$ cat config.mk
export PLATFORM = sky130hd
export DESIGN_NAME = rvb_front
export DESIGN_NICKNAME = d
export VERILOG_FILES = /design/src/design/rvb_pkg.sv /design/src/design/rvb_front.sv
export SDC_FILE = /design/constraint.sdc
export NUM_CORES = 1
export LEC_CHECK = 0
export BUFFER_PORTS_ARGS = -buffer_cell sky130_fd_sc_hd__buf_2
export CORE_ASPECT_RATIO = 0.75
export CORE_MARGIN = 5
export CORE_UTILIZATION = 35
export CTS_CLUSTER_DIAMETER = 80
export DETAILED_ROUTE_END_ITERATION = 8
export PLACE_DENSITY = 0.58
export SYNTH_ARGS = -nofsm -noshare
export SYNTH_HDL_FRONTEND = slang
export SYNTH_SLANG_ARGS = --single-unit
$ cat constraint.sdc
create_clock -name clock -period 4.45 [get_ports clock]
set_clock_uncertainty 0.05 [all_clocks]
set_input_delay 0.89 -clock clock [delete_from_list [all_inputs] [get_ports clock]]
set_output_delay 0.89 -clock clock [all_outputs]
set_load 0.05 [all_outputs]
$ cat src/design/rvb_pkg.sv
// ----------------------------------------------------------------------------
// Reverb package
// Shared types, codes and sizes of the multi-tap feedback delay reverb unit.
// ----------------------------------------------------------------------------
package rvb_pkg;

   localparam int LINE_COUNT  = 8;
   localparam int LINE_W      = 3;
   localparam int STORE_AW    = 16;
   localparam int QUEUE_DEPTH = 2;
   localparam int QUEUE_AW    = 1;
   localparam int QUEUE_CW    = 2;

   localparam logic [1:0] MODE_FRAME = 2'd0;
   localparam logic [1:0] MODE_WRITE = 2'd1;
   localparam logic [1:0] MODE_READ  = 2'd2;
   localparam logic [1:0] MODE_NONE  = 2'd3;

   localparam logic [1:0] FIELD_FIRST  = 2'd0;
   localparam logic [1:0] FIELD_LAST   = 2'd1;
   localparam logic [1:0] FIELD_LEVELS = 2'd2;
   localparam logic [1:0] FIELD_CUTOFF = 2'd3;

   typedef struct packed {
      logic [1:0]         mode;
      logic signed [15:0] left_in;
      logic signed [15:0] right_in;
      logic [4:0]         reg_addr;
      logic [15:0]        reg_data;
   } req_type;

   typedef struct packed {
      logic signed [15:0] left_out;
      logic signed [15:0] right_out;
      logic [15:0]        read_data;
   } rsp_type;

   typedef enum logic [1:0] {
      OP_FRAME,
      OP_WRITE,
      OP_READ,
      OP_NOP
   } op_type;

   typedef struct packed {
      op_type             op;
      logic signed [15:0] left;
      logic signed [15:0] right;
      logic [LINE_W-1:0]  line;
      logic [1:0]         field;
      logic [15:0]        data;
   } cmd_type;

   typedef enum logic [2:0] {
      ST_CLEAR,
      ST_IDLE,
      ST_READ,
      ST_MUL,
      ST_FILTER,
      ST_ACC,
      ST_DONE
   } state_type;

endpackage

$ cat src/design/rvb_front.sv
// ----------------------------------------------------------------------------
// Reverb front end
// Accepts request words, decodes them into commands and queues them.
// ----------------------------------------------------------------------------
module rvb_front (
   input  logic             clock,
   input  logic             reset,
   input  logic             enable,
   input  logic             req_valid,
   output logic             req_ready,
   input  rvb_pkg::req_type req_data,
   output logic             deq_valid,
   input  logic             deq_ready,
   output rvb_pkg::cmd_type deq_cmd
);

   rvb_pkg::cmd_type                queue_ff [rvb_pkg::QUEUE_DEPTH];
   logic [rvb_pkg::QUEUE_AW-1:0]    wr_ptr_ff, wr_ptr_in;
   logic [rvb_pkg::QUEUE_AW-1:0]    rd_ptr_ff, rd_ptr_in;
   logic [rvb_pkg::QUEUE_CW-1:0]    count_ff, count_in;
   rvb_pkg::cmd_type                cmd;
   logic                            push;
   logic                            pop;

   always_comb begin
      cmd.left  = req_data.left_in;
      cmd.right = req_data.right_in;
      cmd.line  = req_data.reg_addr[4:2];
      cmd.field = req_data.reg_addr[1:0];
      cmd.data  = req_data.reg_data;
      case (req_data.mode)
         rvb_pkg::MODE_FRAME: cmd.op = rvb_pkg::OP_FRAME;
         rvb_pkg::MODE_WRITE: cmd.op = rvb_pkg::OP_WRITE;
         rvb_pkg::MODE_READ:  cmd.op = rvb_pkg::OP_READ;
         default:             cmd.op = rvb_pkg::OP_NOP;
      endcase
   end

   assign req_ready = enable && (count_ff != rvb_pkg::QUEUE_CW'(rvb_pkg::QUEUE_DEPTH));
   assign push      = req_valid && req_ready;
   assign deq_valid = (count_ff != '0);
   assign pop       = deq_valid && deq_ready;
   assign deq_cmd   = queue_ff[rd_ptr_ff];

   always_comb begin
      wr_ptr_in = push ? wr_ptr_ff + 1'b1 : wr_ptr_ff;
      rd_ptr_in = pop ? rd_ptr_ff + 1'b1 : rd_ptr_ff;
      count_in  = count_ff;
      if (push && !pop) begin
         count_in = count_ff + 1'b1;
      end else if (pop && !push) begin
         count_in = count_ff - 1'b1;
      end
   end

   always_ff @(posedge clock) begin
      if (reset) begin
         wr_ptr_ff <= '0;
         rd_ptr_ff <= '0;
         count_ff  <= '0;
      end else begin
         wr_ptr_ff <= wr_ptr_in;
         rd_ptr_ff <= rd_ptr_in;
         count_ff  <= count_in;
      end
   end

   always_ff @(posedge clock) begin
      if (push) begin
         queue_ff[wr_ptr_ff] <= cmd;
      end
   end

endmodule

# Yosys cells after proc, flatten, opt, wreduce, memory -nomap -nowiden
# Memories as Yosys holds them, arrays and structs flattened. A register that Yosys moved wholly into a read port is not among the register bits.
# Index checks and enable logic that the tools add are counted.
# totals
latch_bits	0
mem_bits_ro	0
n_memories	1
out_inout_bits	57
in_bits	60
wordCells	28
ff_bits	4
ram_bits	110
# op_classes
magnitude_cmp	0
div	0
shift	0
mul	0
eq_ne	3
n_bitwise	0
mux	7
n_reduce_logical	10
n_addsub	4
# mem_list
memory	depth	width	read_ports	rd_clocked_by_memory_dff	wr	line	text
queue_ff	2	55	1	1	1	rvb_front.sv:17	rvb_pkg::cmd_type queue_ff [rvb_pkg::QUEUE_DEPTH];
# ops
op	n
one-hot mux 2 bit (3 select lines)	1
logical AND 1 bit	5
two-way mux 1 bit	4
two-way mux 2 bit	2
nonzero test 2 bit	2
adder 1 bit, second input constant	2
adder 2 x 1 -> 2 bit, second input constant	1
== test 2 x 1 -> 1 bit, second input constant	1
== test 2 bit, second input constant	1
zero test 1 bit	2
zero test 2 bit	1
inequality test 2 bit, second input constant	1
subtractor 2 x 1 -> 2 bit, second input constant	1

# Logic depth before layout (Yosys ltp)
# Gate-level depths: netlist of the first run.
# logic_depth
depth_word	7
ltp_mapped	6
ltp_nobuf	6

# Least setup slack after synthesis of the first run
# Ideal clock, no wire load.
# synth_timing
path_kind	input to register
startpoint	input port req_valid
endpoint	memory queue_ff[0][0] in the netlist's numbering, enable pin
cell_stages	2
t_arrival_ns	3.558
path_buffers	0
path_slack_ns	0.367
setup_time_ns	0.474
required_time_ns	3.926
path_cell_list	and3_4 -> nor2b_1
# synth_between
elab_chain_cells	3
# synth_lines
item	line	text
from (decl)	rvb_front.sv:9	input logic req_valid,
logical AND 1 bit	rvb_front.sv:40	assign push = req_valid && req_ready;
two-way mux 1 bit	rvb_front.sv:69	if (push) begin
two-way mux 1 bit (implied by the code)	rvb_front.sv:70	queue_ff[wr_ptr_ff] <= cmd;
to (decl)	rvb_front.sv:17	
# No other way between the ends.

==> results of run 1 <==
[flip-flops by register name (all words and copies together), names as in the netlist, named ones only]
name / count
wr_ptr_ff: 1
queue_ff: 110
count_ff: 2
rd_ptr_ff: 1
[worst max-delay path: cells and delay by family, from the launching register on]
kind | cells | cell delay [ps]
flops | 1 | 980
buf+inv | 2 | 530
mux | 1 | 350
[synth_stat cells]
library cell	number	area [um2]
a21oi_1	1	5.00
and2_1	1	6.26
and2_2	1	7.51
and3_4	1	11.3
buf_2	1	5.00
buf_6	5	56.3
clkbuf_1	2	7.51
dfxtp_1	5	100
edfxtp_1	110	3300
ha_1	1	12.5
mux2_2	55	619
mux2_4	1	15.0
nand2b_1	1	6.26
nor2_1	4	15.0
nor2b_1	2	12.5
o21ai_0	2	10.0
or2_2	1	6.26
or3_1	1	6.26
xor2_1	3	26.3
[cell type report]
class | count | area, um2
clock inverter | 14 | 120
clock buffer | 18 | 429
tap | 162 | 203
timing repair buffer | 120 | 611
multi-input combinational | 75 | 768
fill | 1013 | 6160
sequential | 115 | 3400
[worst max path at each step]
stage / end / slack (ps) / cells after the start
finish: deq_cmd[53] / 1220 / 3
CTS: deq_cmd[30] / 1120 / 3
floorplan: queue_ff[0][0]$_DFFE_PP_ / 370 / 2
detailed placement: deq_cmd[30] / 1570 / 3
global placement: deq_cmd[30] / 1610 / 3
global route: deq_cmd[30] / 1050 / 3
[layer usage]
layer,up-vias,part of all wire
met4,2,0.0096
li1,1041,-
met3,10,0.087
met5,-,0.0016
met1,1081,0.44
met2,78,0.46
[report_power, final]
part | internal [mW] | switching, mW | leakage (nW) | total, mW
registers | 1.29 | 0.0818 | 1.05 | 1.38
logic | 0.319 | 0.738 | 0.745 | 1.06
clock network | 0.807 | 0.445 | 0.269 | 1.25
total | 2.42 | 1.27 | 2.06 | 3.69
[metrics by stage]
stage	total power [mW]	hold slack [ps]	util	area (um2)
after floorplan	2.25	421	-	4230
after global routing	3.84	493	0.473	5540
after detailed placement	2.47	438	0.426	4990
after global placement	2.46	437	0.426	4990
final	3.69	449	0.473	5540
after CTS	3.73	453	0.473	5540
[cells by family (layout without fill, tap and decap cells)]
| logic type | after synthesis | in the layout | share of synthesized area |
|---|---|---|---|
| XOR/XNOR | 3 | 3 | 0.00621 |
| adder cells (fa/ha/maj) | 1 | 1 | 0.00296 |
| flip-flops | 115 | 115 | 0.804 |
| AND/OR/NAND/NOR | 12 | 12 | 0.0169 |
| AO/OA/AOI/OAI | 3 | 3 | 0.00355 |
| buffers and inverters | 8 | 152 | 0.0163 |
| multiplexers | 56 | 56 | 0.150 |
==> results.md, run 1 <==
* Post-Place Cells at 472
* Starting density of the core at 0.362
* CTS tree: built
* Lkg Pwr at 2.06 nW
* Clock Sinks at 115
* Wire per inst at 16.1 um
* Number of CTS-inserted buffers at 17
* # hold bufs at CTS at 0
* Critical path launch point type: register
* Vias/cell at 4.39
* Post-synthesis net count at 259
* Die Ht at 105 um
* WP data required at 3510 ps
* Initial antenna violation count at 1
* M3 GR Usage at 0.0638
* Most frequent cells in the layout: 116 x buf_2, 110 x edfxtp_1, 55 x mux2_2
* M2 GR Usage at 0.179
* DRT Pass-1 Iters at 4
* Mapped Area at 4230 um2
* Postcts setup bufs at 0
* # diodes at 0
* Max_slew headroom at 0.330
* Tmin final at 3230 ps
* WP data arrival at 2290 ps
* Status: completed
* GR peak layer: met2
* Yosys reg bits at 115
* DRC at 0
* Pwr Density at 666 nW/um2
* Worst Setup End Kind: output pin
* Final period utilization at 0.725
* Reg-to-reg startpoint: count_ff[0]$_SDFFE_PP0P_
* Hold Vio Cnt, Final at 0
* Most common cell after layout, fill and taps aside: buf_2
* Final worst slack at 1220 ps
* Worst Tran Pin Value at 1000 ps
* Clock-pin slew on the worst setup and hold paths at 50 ps
* CP max-delay cell: dfxtp_2
* Worst hold path class: register to register
* Unrepaired setup endpoints after global routing: false
* Post-Layout Cell Count at 504
* Setup WS pre-CTS at 1570 ps
* RR Endpoint: queue_ff[1][13]$_DFFE_PP_
* Vias at 2212
* R2r worst-path depth at 4
* Grt total ovfl at 0
* GRT Util Overall at 0.118
* Root Driver: clkbuf_16
* Final setup violating endpoints at 0
* Hold path startpoint: rd_ptr_ff$_SDFFE_PP0P_
* Die area at 14400 um2
* Post-route ant nets at 0
* IO Count at 117
* Row cnt at 34
* Area growth from synthesis to layout at 30.8%
* R2r setup slk at 2140 ps
* Vias in the first global route at 2413
* F_max at 310 MHz
* PortBufs at 116
* Max incr delay on CP at 980 ps
* MaxCap Viol Count at 0
* Iter 0 DRT Violations at 90
* Synth warn at 0
* Syn avg cell area at 21.4 um2
* PostCTS Resize Cnt at 0
* Total core area at 11700 um2
* Seq/Total Area, Yosys at 0.804
* First-pass GRT wire length at 12600 um
* Fin. max-slew vios at 0
* Synth cell types at 19
* H-Tree Depth at 4
* Largest net degree at the start of global routing at 42
* CTS Buffer Depth at 2
* Met1 usage at 0.141
* Critical path class: register to output pin
* Fin nets at 390
* Die Wd at 137 um
* Dpl hpwl at 5310 um
* Hold Crit Depth at 2
* Cells after synthesis at 198
* Clk_lat worst skew at 400 ps
* Layout cells sized above 1 at 0.611
* Final Wtd Congestion at 0.682
* Max IR drop VDD at 0.334 mV
* Routed WL at 8130 um
* Sum Neg Setup Slack at 0 ps
* Cell Chain, Critical Path: buf_4, mux2_2, buf_2
* CP Max Fanout at 39
Power figures use the tool's default switching activity.
==> inputs of run 2 (changes only) <==
--- a/config.mk
+++ b/config.mk
@@ -5,6 +5,7 @@
 export SDC_FILE = /design/constraint.sdc
 export NUM_CORES = 1
 export LEC_CHECK = 0
+export ABC_AREA = 1
 export BUFFER_PORTS_ARGS = -buffer_cell sky130_fd_sc_hd__buf_2
 export CORE_ASPECT_RATIO = 0.75
 export CORE_MARGIN = 5
==> constraint.sdc (replaced) <==
create_clock -name clock -period 3.2 [get_ports clock]
set_clock_uncertainty 0.05 [all_clocks]
set_input_delay 0.64 -clock clock [delete_from_list [all_inputs] [get_ports clock]]
set_output_delay 0.64 -clock clock [all_outputs]
set_load 0.05 [all_outputs]
==> run 2 against run 1 <==
Die area is 5.4% higher. Register-to-register slack worse by 710 ps. Core utilization is 0.095 points higher. Synthesized cell count is 7.1% higher. Wire length is 0.85% higher. Largest cell class unchanged.
==> results.md, run 2 <==
* Post-synth top area share at 0.737 (was 0.781)
* Reg power frac at 0.370 (was 0.374)
* Row cnt at 35 (was 34)
* IO Count at 117 (unchanged)
* Final worst slack at 619 ps (was 1220 ps)
* Placed inst area at 5230 um2 (was 4990 um2)
* DRT Pass-1 Iters at 4 (unchanged)
* Synth warn at 0 (unchanged)
* Critical path launch point type: register (unchanged)
* Seq/Total Area, Yosys at 0.759 (was 0.804)
* Final period utilization at 0.807
* WP data required at 2510 ps (was 3510 ps)
* Post-synthesis net count at 273 (was 259)
* Wire per inst at 15.7 um (was 16.1 um)
* Worst hold path class: primary input to register (was register to register)
* Die area at 15200 um2 (was 14400 um2)
* PostCTS Resize Cnt at 0 (unchanged)
* # hold bufs at CTS at 0 (unchanged)
* Async S/R FF share, synth at 0 (unchanged)
* Tmin final at 2580 ps
* R2r setup slk at 1430 ps (was 2140 ps)
* Mapped Area at 4480 um2 (was 4230 um2)
* Total power at 4.91 mW (was 3.69 mW)
* Yosys reg bits at 115 (unchanged)
* Most common cell after layout, fill and taps aside: buf_2 (unchanged)
* Die Wd at 141 um (was 137 um)
* # diodes at 0 (unchanged)
* Net load switching power at 1.36 mW (was 1.27 mW)
* Worst Setup End Kind: output pin (unchanged)
* H-Tree Depth at 4 (unchanged)
* Synth cell types at 16 (was 19)
* Number of CTS-inserted buffers at 17 (unchanged)
* Lkg Pwr at 2.33 nW (was 2.06 nW)
* Max_slew headroom at 0.587 (was 0.330)
* Post-route ant nets at 0 (unchanged)
* First-pass GRT wire length at 12300 um (was 12600 um)
* Unrepaired setup endpoints after global routing: false (unchanged)
* Switching Fraction at 0.277 (was 0.343)
* PortBufs at 116 (unchanged)
* DRC at 0 (unchanged)
* Top cells by count, synth: 110 x edfxtp_1, 50 x mux2_4, 10 x nand2_1 (was 110 x edfxtp_1, 55 x mux2_2, 5 x buf_6, 5 x dfxtp_1, 4 x nor2_1)
* Critical path class: register to output pin (unchanged)
* Area growth from synthesis to layout at 31.1% (was 30.8%)
* Layout cells sized above 1 at 0.570 (was 0.611)
* Sum Neg Setup Slack at 0 ps (unchanged)
* Routed WL at 8200 um (was 8130 um)
* Syn avg cell area at 21.1 um2 (was 21.4 um2)
* Fillcell total at 1070 (was 1013)
* Largest regs: queue_ff: 110 flops, count_ff: 2 flops (unchanged)
* Dpl hpwl at 5410 um (was 5310 um)
* Worst Tran Pin Value at 618 ps (was 1000 ps)
* CTS tree: built (unchanged)
* Fin nets at 404 (was 390)
* Most numerous cell in the Yosys netlist: edfxtp_1 (unchanged)
* Max reg flops at 110 (unchanged)
* Clock Sinks at 115 (unchanged)
* Grt total ovfl at 0 (unchanged)
* Initial antenna violation count at 1 (unchanged)
* Clk_lat worst skew at 400 ps (about the same)
* Root Driver: clkbuf_16 (unchanged)
* Max IR drop VDD at 0.524 mV (was 0.334 mV)
* CTS Buffer Depth at 2 (unchanged)
* Final setup violating endpoints at 0 (unchanged)
* Post-synth top area cell: edfxtp_1 (unchanged)
* Setup WS pre-CTS at 988 ps (was 1570 ps)
* Largest Register: queue_ff (unchanged)
* CP max-delay cell: dfxtp_4 (was dfxtp_2)
* Total core area at 12400 um2 (was 11700 um2)
* Hold Vio Cnt, Final at 0 (unchanged)
* F_max at 387 MHz
* Comb pwr share at 0.211 (was 0.287)
* Vias in the first global route at 2384 (was 2413)
* Vias/cell at 4.35 (was 4.39)
* Largest net degree at the start of global routing at 56 (was 42)
* Postcts setup bufs at 0 (unchanged)
* Final Wtd Congestion at 0.738 (was 0.682)
* Iter 0 DRT Violations at 81 (was 90)
* Pwr Density at 835 nW/um2 (was 666 nW/um2)
* Die Ht at 108 um (was 105 um)
* Clock-pin slew on the worst setup and hold paths at 50 ps (about the same)
* Vias at 2273 (was 2212)
* Cell Chain, Critical Path: buf_12, mux2_2, buf_2 (was buf_4, mux2_2, buf_2)
* Number of flops mapped to enable cells by yosys at 110 (unchanged)
* GRT Util Overall at 0.109 (was 0.118)
* Int Power at 3.55 mW (was 2.42 mW)
* Starting density of the core at 0.362 (about the same)
* MaxCap Viol Count at 0 (unchanged)
* WP data arrival at 1890 ps (was 2290 ps)
* Status: completed (unchanged)
* Max incr delay on CP at 620 ps (was 980 ps)
* Top_reg_cell synth: edfxtp_1 (unchanged)
* Clk pwr share at 0.418 (was 0.340)
* Fin. max-slew vios at 0 (unchanged)
* Area contributors post-synth: edfxtp_1 74%, mux2_4 17%, buf_12 2.2% (was edfxtp_1 78%, mux2_2 15%, dfxtp_1 2.4%)
* Cells after synthesis at 212 (was 198)
* Most frequent cells in the layout: 116 x buf_2, 110 x edfxtp_1, 50 x mux2_4 (was 116 x buf_2, 110 x edfxtp_1, 55 x mux2_2)
* Post-Layout Inst Area at 5880 um2 (was 5540 um2)
* CP Max Fanout at 26 (was 39)
-- run 2: final cells by class --
class                   count  area, um2  area share
clock buffers              19        433      0.0737
clock inverters            13        213      0.0362
inverters                   9       33.8     0.00575
multi-input cells          80        933       0.159
flip-flops and latches    115       3410       0.580
well taps                 166        208      0.0353
repair buffers            120        648       0.110
-- run 2: worst max-delay path, delay by kind of cell (launching register included) --
family,cells,cell delay (ps)
flops,1,620
mux,1,370
buf+inv,2,500
-- run 2: through the flow --
step,std cells,hold slack (ps),util
detailed placement,490,447,0.422
global route,522,354,0.474
CTS,522,344,0.474
floorplan,212,415,-
finish,522,364,0.474
global placement,490,433,0.422
-- run 2: kinds of logic (layout without fill, tap and decap cells) --
logic type | Yosys count | in the layout | share of synthesized area
DFF | 115 | 115 | 0.759
muxes | 55 | 55 | 0.180
and+or+nand+nor | 20 | 20 | 0.0187
buffers and inverters | 17 | 161 | 0.0341
AOI/OAI and AO/OA | 4 | 4 | 0.00502
adders and majority gates | 1 | 1 | 0.00279
-- run 2: final timing paths --
check | from | to | depth (start not counted)
worst max-delay path | register | deq_cmd[47] | 3
worst min register to register | rd_ptr_ff$_SDFFE_PP0P_ | rd_ptr_ff$_SDFFE_PP0P_ | 2
worst min-delay path | reset | wr_ptr_ff$_SDFFE_PP0P_ | 2
worst max register to register | count_ff[0]$_SDFFE_PP0P_ | queue_ff[1][28]$_DFFE_PP_ | 5
-- run 2: power groups by stage --
stage	Sequential (mW)	Clock, mW	Combinational, mW
final	1.82	2.05	1.04
after global routing	1.83	2.17	1.09
after CTS	1.82	2.10	1.05
after detailed placement	1.85	0	1.05
after global placement	1.84	0	1.05
after floorplan	1.81	0	0.905
-- run 2: per-layer routing --
metal  vias up  share of wire  track usage
li1       1078              -            -
met1      1101           0.46        0.134
met2        78           0.46        0.167
met3        14          0.072       0.0500
met4         2          0.015       0.0498
met5         -         0.0012            0
